## config.mk

```make
export PLATFORM = sky130hd
export DESIGN_NAME = clock_page_replacement
export DESIGN_NICKNAME = d
export VERILOG_FILES = /design/src/cpr_pkg.sv /design/src/cpr_ram.sv /design/src/clock_page_replacement.sv
export VERILOG_INCLUDE_DIRS = /design/src /design/src/src
export SDC_FILE = /design/constraint.sdc
export NUM_CORES = 1
export LEC_CHECK = 0
export BUFFER_PORTS_ARGS = -buffer_cell sky130_fd_sc_hd__buf_2
export CORE_MARGIN = 2
export CORE_UTILIZATION = 30
export DETAILED_ROUTE_END_ITERATION = 6
export PLACE_DENSITY = 0.44
export SYNTH_ARGS = -nofsm -noshare
export SYNTH_HDL_FRONTEND = slang
export SYNTH_SLANG_ARGS = --single-unit
```

## constraint.sdc

```tcl
create_clock -name clk -period 13.7 [get_ports clk]
set_input_delay 0.685 -clock clk [delete_from_list [all_inputs] [get_ports clk]]
set_output_delay 0.685 -clock clk [all_outputs]
set_load 0.005 [all_outputs]
```

## src/clock_page_replacement_assert.svh

```systemverilog
// Assertion macros shared by the page replacement RTL.
`ifndef CLOCK_PAGE_REPLACEMENT_ASSERT_SVH
`define CLOCK_PAGE_REPLACEMENT_ASSERT_SVH

// Same-cycle implication, held off during reset.
`define CPR_ASSERT_IMP(label, clk, rst, ante, cons) \
  label: assert property (@(posedge clk) disable iff (rst) (ante) |-> (cons)) \
    else $error("page replacement check failed");

// Next-cycle implication, held off during reset.
`define CPR_ASSERT_NXT(label, clk, rst, ante, cons) \
  label: assert property (@(posedge clk) disable iff (rst) (ante) |=> (cons)) \
    else $error("page replacement check failed");

`endif

```

## src/cpr_pkg.sv

```systemverilog
package cpr_pkg;

  localparam int PAGE_W = 16;
  localparam int ADDR_W = 16;
  localparam int SLOT_W = 2;
  localparam int COUNT_W = 16;

  localparam logic [COUNT_W-1:0] FAULT_MAX = 16'hFFFF;

  // Item mode codes
  localparam logic MODE_ACCESS = 1'b0;
  localparam logic MODE_FLUSH = 1'b1;

  typedef struct packed {
    logic              mode;
    logic [PAGE_W-1:0] page_number;
    logic [ADDR_W-1:0] storage_address;
    logic              in_physical;
  } req_t;

  typedef struct packed {
    logic               hit;
    logic               fault;
    logic [SLOT_W-1:0]  slot;
    logic               evicted;
    logic [PAGE_W-1:0]  evicted_page;
    logic [ADDR_W-1:0]  evicted_address;
    logic               evicted_in_physical;
    logic [COUNT_W-1:0] fault_count;
  } rsp_t;

  // One frame as held in the frame RAM
  typedef struct packed {
    logic [PAGE_W-1:0] page;
    logic [ADDR_W-1:0] address;
    logic              physical;
  } entry_t;

  typedef enum logic [2:0] {
    ST_IDLE,
    ST_SCAN,
    ST_SWEEP,
    ST_EVICT,
    ST_DONE
  } state_t;

endpackage

```

## src/cpr_ram.sv

```systemverilog
module cpr_ram #(
  parameter int WIDTH = 33,
  parameter int DEPTH = 4
) (
  input  logic                     clk,
  input  logic                     we,
  input  logic [$clog2(DEPTH)-1:0] waddr,
  input  logic [WIDTH-1:0]         wdata,
  input  logic [$clog2(DEPTH)-1:0] raddr,
  output logic [WIDTH-1:0]         rdata
);

  logic [WIDTH-1:0] mem [DEPTH];

  // Write one entry, read one entry with registered data
  always_ff @(posedge clk) begin
    if (we) begin
      mem[waddr] <= wdata;
    end
    rdata <= mem[raddr];
  end

endmodule

```

## src/clock_page_replacement.sv

```systemverilog
// Channel  Direction  Handshake               Payload
// req      in         req_valid / req_stall   cpr_pkg::req_t (mode, page, address, residence)
// rsp      out        rsp_valid / rsp_stall   cpr_pkg::rsp_t (hit, fault, slot, victim, count)
//
// An access scans the frame RAM one frame per cycle, ended early by a hit. A miss with no
// free frame then sweeps the hand through the same RAM read port, and in the evict state
// reads out the victim and writes the page. An item is accepted in the idle state and its
// result loaded into the result register in the done state; a flush goes from idle to done.
// Synchronous reset empties the table, zeroes the hand and the fault count.
// req_stall is high while an item is in work; a stalled result holds the block in its
// final state until the result register frees up.
`include "clock_page_replacement_assert.svh"

module clock_page_replacement #(
  parameter int FRAMES = 4
) (
  input  logic          clk,
  input  logic          rst,
  input  logic          req_valid,
  output logic          req_stall,
  input  cpr_pkg::req_t req,
  output logic          rsp_valid,
  input  logic          rsp_stall,
  output cpr_pkg::rsp_t rsp
);

  localparam int FW = $clog2(FRAMES);
  localparam logic [FW-1:0] LAST_FRAME = FW'(FRAMES - 1);
  localparam logic [FW:0] SCAN_END = (FW + 1)'(FRAMES);

  cpr_pkg::state_t state, state_next;

  cpr_pkg::req_t   item;
  cpr_pkg::rsp_t   res;
  logic [FW:0]     cnt;
  logic            probe_valid;
  logic [FW-1:0]   probe_idx;
  logic            free_found;
  logic [FW-1:0]   free_idx;
  logic [FRAMES-1:0] used;
  logic [FRAMES-1:0] refb;
  logic [FW-1:0]   hand;
  logic [cpr_pkg::COUNT_W-1:0] faults;

  logic            accept;
  logic            hit_now;
  logic            miss_now;
  logic            free_now;
  logic            have_free;
  logic [FW-1:0]   fill_idx;
  logic [FW-1:0]   hand_inc;
  logic [cpr_pkg::COUNT_W-1:0] faults_inc;
  logic            rsp_free;

  logic            ram_we;
  logic [FW-1:0]   ram_waddr;
  logic [FW-1:0]   ram_raddr;
  cpr_pkg::entry_t ram_wdata;
  cpr_pkg::entry_t ram_rdata;

  cpr_ram #(
    .WIDTH ($bits(cpr_pkg::entry_t)),
    .DEPTH (FRAMES)
  ) u_frames (
    .clk   (clk),
    .we    (ram_we),
    .waddr (ram_waddr),
    .wdata (ram_wdata),
    .raddr (ram_raddr),
    .rdata (ram_rdata)
  );

  // Compare the frame read last cycle against the requested page
  assign accept     = req_valid && !req_stall;
  assign hit_now    = (state == cpr_pkg::ST_SCAN) && probe_valid && used[probe_idx] &&
                      (ram_rdata.page == item.page_number);
  assign miss_now   = (state == cpr_pkg::ST_SCAN) && probe_valid &&
                      (probe_idx == LAST_FRAME) && !hit_now;
  assign free_now   = (state == cpr_pkg::ST_SCAN) && probe_valid && !used[probe_idx];
  assign have_free  = free_found || free_now;
  assign fill_idx   = free_found ? free_idx : probe_idx;
  assign hand_inc   = (hand == LAST_FRAME) ? '0 : hand + FW'(1);
  assign faults_inc = (faults == cpr_pkg::FAULT_MAX) ? faults
                                                     : faults + cpr_pkg::COUNT_W'(1);
  assign rsp_free   = !rsp_valid || !rsp_stall;

  // Next state
  always_comb begin
    state_next = state;
    case (state)
      cpr_pkg::ST_IDLE: begin
        if (accept) begin
          state_next = (req.mode == cpr_pkg::MODE_FLUSH) ? cpr_pkg::ST_DONE
                                                         : cpr_pkg::ST_SCAN;
        end
      end
      cpr_pkg::ST_SCAN: begin
        if (hit_now) begin
          state_next = cpr_pkg::ST_DONE;
        end else if (miss_now) begin
          state_next = have_free ? cpr_pkg::ST_DONE : cpr_pkg::ST_SWEEP;
        end
      end
      cpr_pkg::ST_SWEEP: begin
        if (!refb[hand]) begin
          state_next = cpr_pkg::ST_EVICT;
        end
      end
      cpr_pkg::ST_EVICT: begin
        state_next = cpr_pkg::ST_DONE;
      end
      cpr_pkg::ST_DONE: begin
        if (rsp_free) begin
          state_next = cpr_pkg::ST_IDLE;
        end
      end
      default: begin
        state_next = cpr_pkg::ST_IDLE;
      end
    endcase
  end

  // Handshake and frame RAM controls
  always_comb begin
    req_stall = 1'b1;
    ram_we    = 1'b0;
    ram_waddr = '0;
    ram_raddr = '0;
    ram_wdata.page     = item.page_number;
    ram_wdata.address  = item.storage_address;
    ram_wdata.physical = item.in_physical;
    case (state)
      cpr_pkg::ST_IDLE: begin
        req_stall = 1'b0;
      end
      cpr_pkg::ST_SCAN: begin
        ram_raddr = cnt[FW-1:0];
        if (miss_now && have_free) begin
          ram_we    = 1'b1;
          ram_waddr = fill_idx;
        end
      end
      cpr_pkg::ST_SWEEP: begin
        ram_raddr = hand;
      end
      cpr_pkg::ST_EVICT: begin
        ram_we    = 1'b1;
        ram_waddr = hand;
      end
      default: begin
        req_stall = 1'b1;
      end
    endcase
  end

  // Sequencer registers, table bits and result staging
  always_ff @(posedge clk) begin
    if (rst) begin
      state       <= cpr_pkg::ST_IDLE;
      used        <= '0;
      refb        <= '0;
      hand        <= '0;
      faults      <= '0;
      probe_valid <= 1'b0;
      free_found  <= 1'b0;
      rsp_valid   <= 1'b0;
    end else begin
      state       <= state_next;
      probe_valid <= (state == cpr_pkg::ST_SCAN) && (cnt < SCAN_END);

      case (state)
        cpr_pkg::ST_IDLE: begin
          if (accept) begin
            item       <= req;
            cnt        <= '0;
            free_found <= 1'b0;
            res        <= '0;
            if (req.mode == cpr_pkg::MODE_FLUSH) begin
              used   <= '0;
              refb   <= '0;
              hand   <= '0;
              faults <= '0;
            end
          end
        end
        cpr_pkg::ST_SCAN: begin
          // Advance the read pointer, remember the lowest free frame
          if (cnt < SCAN_END) begin
            cnt       <= cnt + (FW + 1)'(1);
            probe_idx <= cnt[FW-1:0];
          end
          if (free_now && !free_found) begin
            free_found <= 1'b1;
            free_idx   <= probe_idx;
          end
          if (hit_now) begin
            refb[probe_idx] <= 1'b1;
            res.hit         <= 1'b1;
            res.slot        <= cpr_pkg::SLOT_W'(probe_idx);
            res.fault_count <= faults;
          end else if (miss_now) begin
            faults          <= faults_inc;
            res.fault       <= 1'b1;
            res.fault_count <= faults_inc;
            if (have_free) begin
              used[fill_idx] <= 1'b1;
              refb[fill_idx] <= 1'b1;
              res.slot       <= cpr_pkg::SLOT_W'(fill_idx);
            end
          end
        end
        cpr_pkg::ST_SWEEP: begin
          // Give referenced frames a second chance
          if (refb[hand]) begin
            refb[hand] <= 1'b0;
            hand       <= hand_inc;
          end
        end
        cpr_pkg::ST_EVICT: begin
          refb[hand]              <= 1'b1;
          hand                    <= hand_inc;
          res.slot                <= cpr_pkg::SLOT_W'(hand);
          res.evicted             <= 1'b1;
          res.evicted_page        <= ram_rdata.page;
          res.evicted_address     <= ram_rdata.address;
          res.evicted_in_physical <= ram_rdata.physical;
        end
        default: begin
        end
      endcase

      // Load the staged result when the register frees up, else drop a taken one
      if ((state == cpr_pkg::ST_DONE) && rsp_free) begin
        rsp_valid <= 1'b1;
        rsp       <= res;
      end else if (rsp_valid && !rsp_stall) begin
        rsp_valid <= 1'b0;
      end
    end
  end

  `CPR_ASSERT_NXT(a_busy_after_accept, clk, rst, req_valid && !req_stall, req_stall)
  `CPR_ASSERT_IMP(a_hand_in_range, clk, rst, 1'b1, hand <= LAST_FRAME)
  `CPR_ASSERT_IMP(a_hit_not_fault, clk, rst, rsp_valid, !(rsp.hit && rsp.fault))
  `CPR_ASSERT_IMP(a_evict_is_fault, clk, rst, rsp_valid && rsp.evicted, rsp.fault)
  `CPR_ASSERT_IMP(a_evict_when_full, clk, rst, state == cpr_pkg::ST_SWEEP, &used)

endmodule
```

==> results of run 1 <==
[report_power, final]
part | internal [W] | switching (W)
clock | 0.000673 | 0.000429
combinational | 0.0000367 | 0.0000813
sequential | 0.00117 | 0.0000232
total | 0.00188 | 0.000534
[through the flow]
| step | setup slack [ns] | hold WS [ns] | total power (W) | utilization |
|---|---|---|---|---|
| detailed placement | 9.858 | 0.4045 | 0.001340 | 0.3310 |
| finish | 9.860 | 0.2940 | 0.002417 | 0.3626 |
| global route | 9.604 | 0.2615 | 0.002507 | 0.3626 |
| floorplan | 8.125 | 0.4003 | 0.001286 | - |
| CTS | 9.842 | 0.2573 | 0.002456 | 0.3626 |
| global placement | 9.970 | 0.4013 | 0.001339 | 0.3310 |
[worst max path at each step]
stage | start | slack [ns] | to | depth (start not counted)
finish | state[0] | 9.86 | u_frames.mem[2][24] | 8
floorplan | rst | 8.12 | rsp[0] | 3
global placement | state[0] | 9.97 | u_frames.mem[2][1] | 8
CTS | state[0] | 9.84 | u_frames.mem[2][32] | 8
global route | state[0] | 9.60 | u_frames.mem[2][24] | 8
detailed placement | state[0] | 9.86 | u_frames.mem[2][2] | 8
[worst max-delay path: cells and delay by family (launching register included)]
| kind | cells | cell delay (ns) |
|---|---|---|
| buf+inv | 2 | 0.82 |
| flops | 1 | 0.30 |
| simple gates | 6 | 2.33 |
[cells in the final DEF (no fill, tap or decap), drive strengths merged, types with 7 or more instances in the layout]
master  Yosys  layout
nor3       20      20
and3       38      38
xnor2      12      12
and2       42      42
nand3       9       9
a311oi     12      12
or3        11      11
nand2     103     103
xor2        7       7
a31oi      39      39
inv        10      13
nand4      10      10
a41oi      11      11
o21ai      29      29
clkbuf     38      51
edfxtp    280     280
nor2       31      31
clkinv      1      14
a211oi     42      42
dfxtp      65      65
buf        24     108
a21oi      40      40
[layer usage]
metal / track usage / routed length, µm / part of all wire / up-vias
met4: 0.03903 / 619 / 0.021 / 0
li1: - / - / - / 3764
met3: 0.03134 / 1479 / 0.049 / 44
met2: 0.1955 / 12960 / 0.43 / 168
met1: 0.1968 / 15040 / 0.50 / 3772
met5: 0 / 0 / 0 / -
[cell type report]
class,count,share of cell area
clock buffer,51,0.06835
timing repair buffer,108,0.03685
tap,585,0.04665
multi-input combinational,523,0.2078
sequential,345,0.6189
clock inverter,22,0.01890
inverter,11,0.002632
[cell families after synthesis]
group | count (synthesis)
AOI/OAI and AO/OA | 196
xor gates and xnor gates | 19
adders and majority gates | 6
buffers and inverters | 73
DFF | 345
muxes | 9
and+or+nand+nor | 293
[state kept, by name, indices dropped and copies added, names as in the netlist, 3 cells and up]
signal / cells
cnt: 3
faults: 16
item: 33
refb: 4
res: 54
rsp: 54
state: 3
u_frames.mem: 132
u_frames.rdata: 33
used: 4
==> run metrics, run 1 <==
PwrDens 154.1 nW/µm²; Detailed Route WL around 30,000 µm; aggregate global routing overflow 0; Die Area roughly 46,000 µm²; setup TNS 0 ns; Post-CTS Setup Inserts 0; # hold bufs at CTS 0; antenna cell count 0; Crit. End Element flip-flop; clock sinks around 350; crit-path most repeated cell buf_4; CTS root buf clkbuf_16; most numerous cell in the Yosys netlist edfxtp_1; pin count of the biggest net entering global routing 67; drt pass-1 iters 5; multi-input logic area ~3300 µm²; I/O pin cnt 94; Starting Density 0.3053; final count of pins violating max slew 0; Buffers on Ports 93; worst flop-to-flop path startpoint state[0]; min-delay src req[0]; Final Wtd Congestion 0.7951; DRC Markers 0; Clock Path Buffers 3; worst-margin pin slew between 1 and 1.5 ns; Rel. slew slack 0.3219; die width about 210 µm; CTS tree built; crit-path cells buf_4 -> or3b_1 -> nor4_1 -> and4_1 -> nand2_1 -> and3_1 -> nor2_4 -> buf_4; Worst Hold End item[0]; CP Class flip-flop to flip-flop; Avg WL per Cell 18.30 µm; Avg Cell Area, Syn around 14 µm²; crit path time final 3.840 ns; Post-synth EDFFs between 200 and 300; initial drt markers ~700; status finished clean; VDD IR-drop max between 0.07 and 0.08 mV; critical path arrival 4.03 ns; HPWL Detailed around 18,000 µm; crit-path max cell delay 0.60 ns; row count 76; placed inst area about 14,000 µm²; Clock Skews 0.01896 ns; vias 7,748; post-CTS sizing 0; final cell count without fillers between 1,500 and 2,000; placed cells approximately 1,600; first-pass GRT wire length roughly 46,000 µm; Seq cells post-synth about 350; asr flop ratio synth 0; static leakage approximately 5.4 nW; fraction of layout instances using a drive strength above 1 0.1792; Final Hold Violating Endpoints 0; Synth top cells by count edfxtp_1, nand2_1, dfxtp_1, a211oi_1, a21oi_1; Clk Latency, worst-skew pair 0.56 ns; hold depth 1; MaxCap Viol Count 0; Synth area leader edfxtp_1; Netlist cell types between 50 and 60; post-route clock period utilization 0.2803; fillers roughly 4,200; Synth top area share 0.6365; nets approximately 1,100; Post-Synth XOR/XNOR Area 0.01260; vias in the first global route between 7,000 and 8,000; Mapped Nets a little under 1,000; Reg area between 9000 and 10,000 µm²; RSZ-0062 raised after global routing no; H-tree Lvls 2; initial antenna violation count 2; largest family of logic cells by synthesized area simple AND/OR/NAND/NOR gates; total track usage 0.1337; post-route cell area about 16,000 µm²; commonest register cell after synthesis edfxtp_1; mux contribution to synthesized area 0.009377; setup violators final 0; clk slew on worst S/H paths approximately 0.06 ns; reg2reg setup slack ~9.9 ns; core area between 40,000 and 50,000 µm²; CP Launch Type flip-flop; Compound-Gate Fraction of Synth Area 0.09898; Area Growth Syn to Fin 18.76%; ANT nets after route 0; crit path max fanout 45; synth warn 0; Syn Inst Count 941; simple-gate share of the synthesized area 0.1128; Mapped Area 13,210 µm²; Synth area leaders edfxtp_1, dfxtp_1, nand2_1, a211oi_1, a31oi_1; Via density about 4.7; Seq/Total Area, Yosys 0.7350; post-synthesis adder-cell area fraction 0.005683; Register-to-Register Path Depth 8; HP Class primary input to flip-flop; die height between 200 and 250 µm; FF-to-FF End u_frames.mem[2][24]; Critical Path RT between 10 and 15 ns; f_max between 0.2 and 0.3 GHz; total CTS buffers 40; Worst path slowest cell nand2_1
Note: power is estimated with default switching activity, not from simulation.
==> run 2: changes to the inputs <==
--- a/config.mk
+++ b/config.mk
@@ -6,6 +6,7 @@
 export SDC_FILE = /design/constraint.sdc
 export NUM_CORES = 1
 export LEC_CHECK = 0
+export ABC_AREA = 1
 export BUFFER_PORTS_ARGS = -buffer_cell sky130_fd_sc_hd__buf_2
 export CORE_MARGIN = 2
 export CORE_UTILIZATION = 30
==> constraint.sdc (replaced) <==
create_clock -name clk -period 3.56 [get_ports clk]
set_input_delay 0.178 -clock clk [delete_from_list [all_inputs] [get_ports clk]]
set_output_delay 0.178 -clock clk [all_outputs]
set_load 0.005 [all_outputs]
==> run metrics, run 2 <==
status finished clean; Final Hold Violating Endpoints 0 (unchanged); post-route clock period utilization 0.7803 (+0.5000); vias in the first global route 7,720 (+2.6%); Synth top cells by count edfxtp_1, nor2_1, nand2_1, o21ai_0, inv_1; aggregate global routing overflow 0 (unchanged); antenna cell count 0 (unchanged); post-CTS sizing 0 (unchanged); Reg area 9709 µm² (unchanged); clk slew on worst S/H paths 0.06 ns (about the same); Area Growth Syn to Fin 21.48%; Seq/Total Area, Yosys 0.7474 (+0.01239); CP Class flip-flop to flip-flop; pin count of the biggest net entering global routing 67 (unchanged); Final Wtd Congestion 0.8114 (+2.1%); most numerous cell in the Yosys netlist edfxtp_1; f_max 0.3600 GHz (+38%); H-tree Lvls 2 (unchanged); DRC Markers 0 (unchanged); Post-Place Worst Slack 0.7758 ns (-9.082 ns); biggest regs u_frames.mem x132, res x54, rsp x54; placed inst area 14,250 µm² (-0.47%); I/O pin cnt 94 (unchanged); Overall Power 0.01087 W (+350%); clock sinks 345 (unchanged); Buffers on Ports 93 (unchanged); initial antenna violation count 0 (-2); total track usage 0.1305 (-0.003263); Critical Path RT 3.80 ns (-10.09 ns); PwrDens 689.0 nW/µm² (+350%); Post-synth EDFFs 280 (unchanged); static leakage 5.745 nW (+6.6%); initial drt markers 529 (-25%); Netlist cell types 43 (-26%); Biggest register u_frames.mem; Via density 4.382 (-7.0%); worst-margin pin slew 0.8618 ns (-0.1554 ns); Clk Latency, worst-skew pair 0.54 ns (-0.02 ns); Crit. End Element flip-flop; die height 212.1 µm (-0.82%); placed cells 1,701 (+8.2%); RSZ-0062 raised after global routing no; CTS tree built; Avg Cell Area, Syn 12.47 µm² (-11%); MaxCap Viol Count 0 (unchanged); commonest non-fill, non-tap cell in the layout edfxtp_1; Final Worst Setup Slack 0.7822 ns (-9.078 ns); CTS root buf clkbuf_16; Avg WL per Cell 15.94 µm (-13%); Seq cells post-synth 345 (unchanged); final count of pins violating max slew 0 (unchanged); ANT nets after route 0 (unchanged); Syn Inst Count 1,042 (+11%); asr flop ratio synth 0 (unchanged); final cell count without fillers 1,804 (+9.7%); fraction of layout instances using a drive strength above 1 0.1641 (-0.01518); core area 42,890 µm² (-0.88%); max FFs per register 132 (unchanged); HPWL Detailed 17,970 µm (about the same); CP Launch Type flip-flop; Synth top area share 0.6472 (+0.01073); nets 1,235 (+15%); HP Class primary input to flip-flop; Mapped Area 12,990 µm² (-1.7%); fillers 4,154 (-0.95%); Die Area 44,980 µm² (-1.6%); crit path time final 2.778 ns (-1.062 ns); vias 7,905 (+2.0%); crit path max fanout 13 (-71%); Mapped Nets 1,086 (+10%); Synth area leaders edfxtp_1, dfxtp_1, nor2_1, o21ai_0, nand2_1; multi-input logic area 2740 µm² (-16%); total CTS buffers 38 (-5.0%); row count 76 (unchanged); critical path arrival 3.02 ns (-1.01 ns); Starting Density 0.3029 (-0.002398); die width 212.1 µm (-0.82%); setup TNS 0 ns (unchanged); Detailed Route WL 28,750 µm (-4.5%); Clock Skews 0.02065 ns (+0.001691 ns); VDD IR-drop max 0.2736 mV (+250%); setup violators final 0 (unchanged); first-pass GRT wire length 44,620 µm (-3.7%); drt pass-1 iters 4 (-1); Rel. slew slack 0.4236 (+0.1017); Synth area leader edfxtp_1; most frequent cells in the layout edfxtp_1, nor2_1, nand2_1; post-route cell area 15,780 µm² (+0.59%); commonest register cell after synthesis edfxtp_1; Clock Path Buffers 3 (unchanged); synth warn 0 (unchanged)
-- run 2: changes by cell type in the layout (fill, tap and decap cells not counted), moves of 37 or more --
cell | before | now
nor2_1 | 29 | 146
a211oi_1 | 42 | 2
o22ai_1 | 0 | 43
and3_1 | 38 | 1
inv_1 | 10 | 102
o21ai_0 | 26 | 105
-- run 2: cell families after synthesis --
kind of cell	after synthesis	synth area share
AO/OA/AOI/OAI	209	0.08996
adder cells (fa/ha/maj)	6	0.005779
XOR/XNOR	8	0.005393
AND/OR/NAND/NOR	327	0.1056
flip-flops	345	0.7474
buffers and inverters	147	0.04594
-- run 2: path summary, 6_finish.rpt --
kind	startpoint	to	slack [ns]	cells past startpoint
max reg2reg	probe_idx[0]	u_frames.mem[1][26]	0.78	11
min reg2reg	res[18]	rsp[18]	0.41	0
max	probe_idx[0]	u_frames.mem[1][26]	0.78	11
min	req[33]	state[2]	0.08	5
-- run 2: through the flow --
stage | hold WS, ns | util
after floorplan | 0.2769 | -
after CTS | 0.03450 | 0.3680
after global routing | 0.1072 | 0.3680
after global placement | 0.3553 | 0.3323
after detailed placement | 0.3570 | 0.3323
final | 0.07703 | 0.3680
-- run 2: final cells by class --
class                      count  area share
multi-input combinational    550      0.1736
clock inverter                14    0.006105
inverter                     108     0.02569
tap                          585     0.04638
clock buffer                  54     0.06858
timing repair buffer         148     0.06438
sequential                   345      0.6152
-- run 2: routing by layer --
| layer | up-vias | share of wire | GRT usage |
|---|---|---|---|
| met5 | - | 0 | 0 |
| met2 | 160 | 0.45 | 0.2011 |
| li1 | 3937 | - | - |
| met3 | 43 | 0.047 | 0.02600 |
| met4 | 0 | 0.021 | 0.04614 |
| met1 | 3765 | 0.48 | 0.1829 |
-- run 2: critical path, stage by stage, from the launching register on --
cell,delay (ns)
edfxtp_1,0.51
nor2_1,0.11
nand2_1,0.07
nand2_1,0.04
nor2_1,0.15
nand2_1,0.09
nand2_1,0.12
nand4_1,0.17
o22ai_1,0.38
inv_1,0.15
nor2_4,0.43
buf_4,0.26
-- run 2: repair_timing --
item                                   4_1_cts  5_1_grt
hold buffers                                35        0
buffers inserted                             0        0
endpoints found under the hold margin       35        0
setup endpoints to repair                    0        0
-- run 2: report_power, final --
part	internal, W	leakage [nW]	switching [W]	total, W
logic	0.000566	2.07	0.00130	0.00187
registers	0.00502	3.10	0.000260	0.00528
clock network	0.00219	0.572	0.00154	0.00372
total	0.00777	5.75	0.00310	0.0109
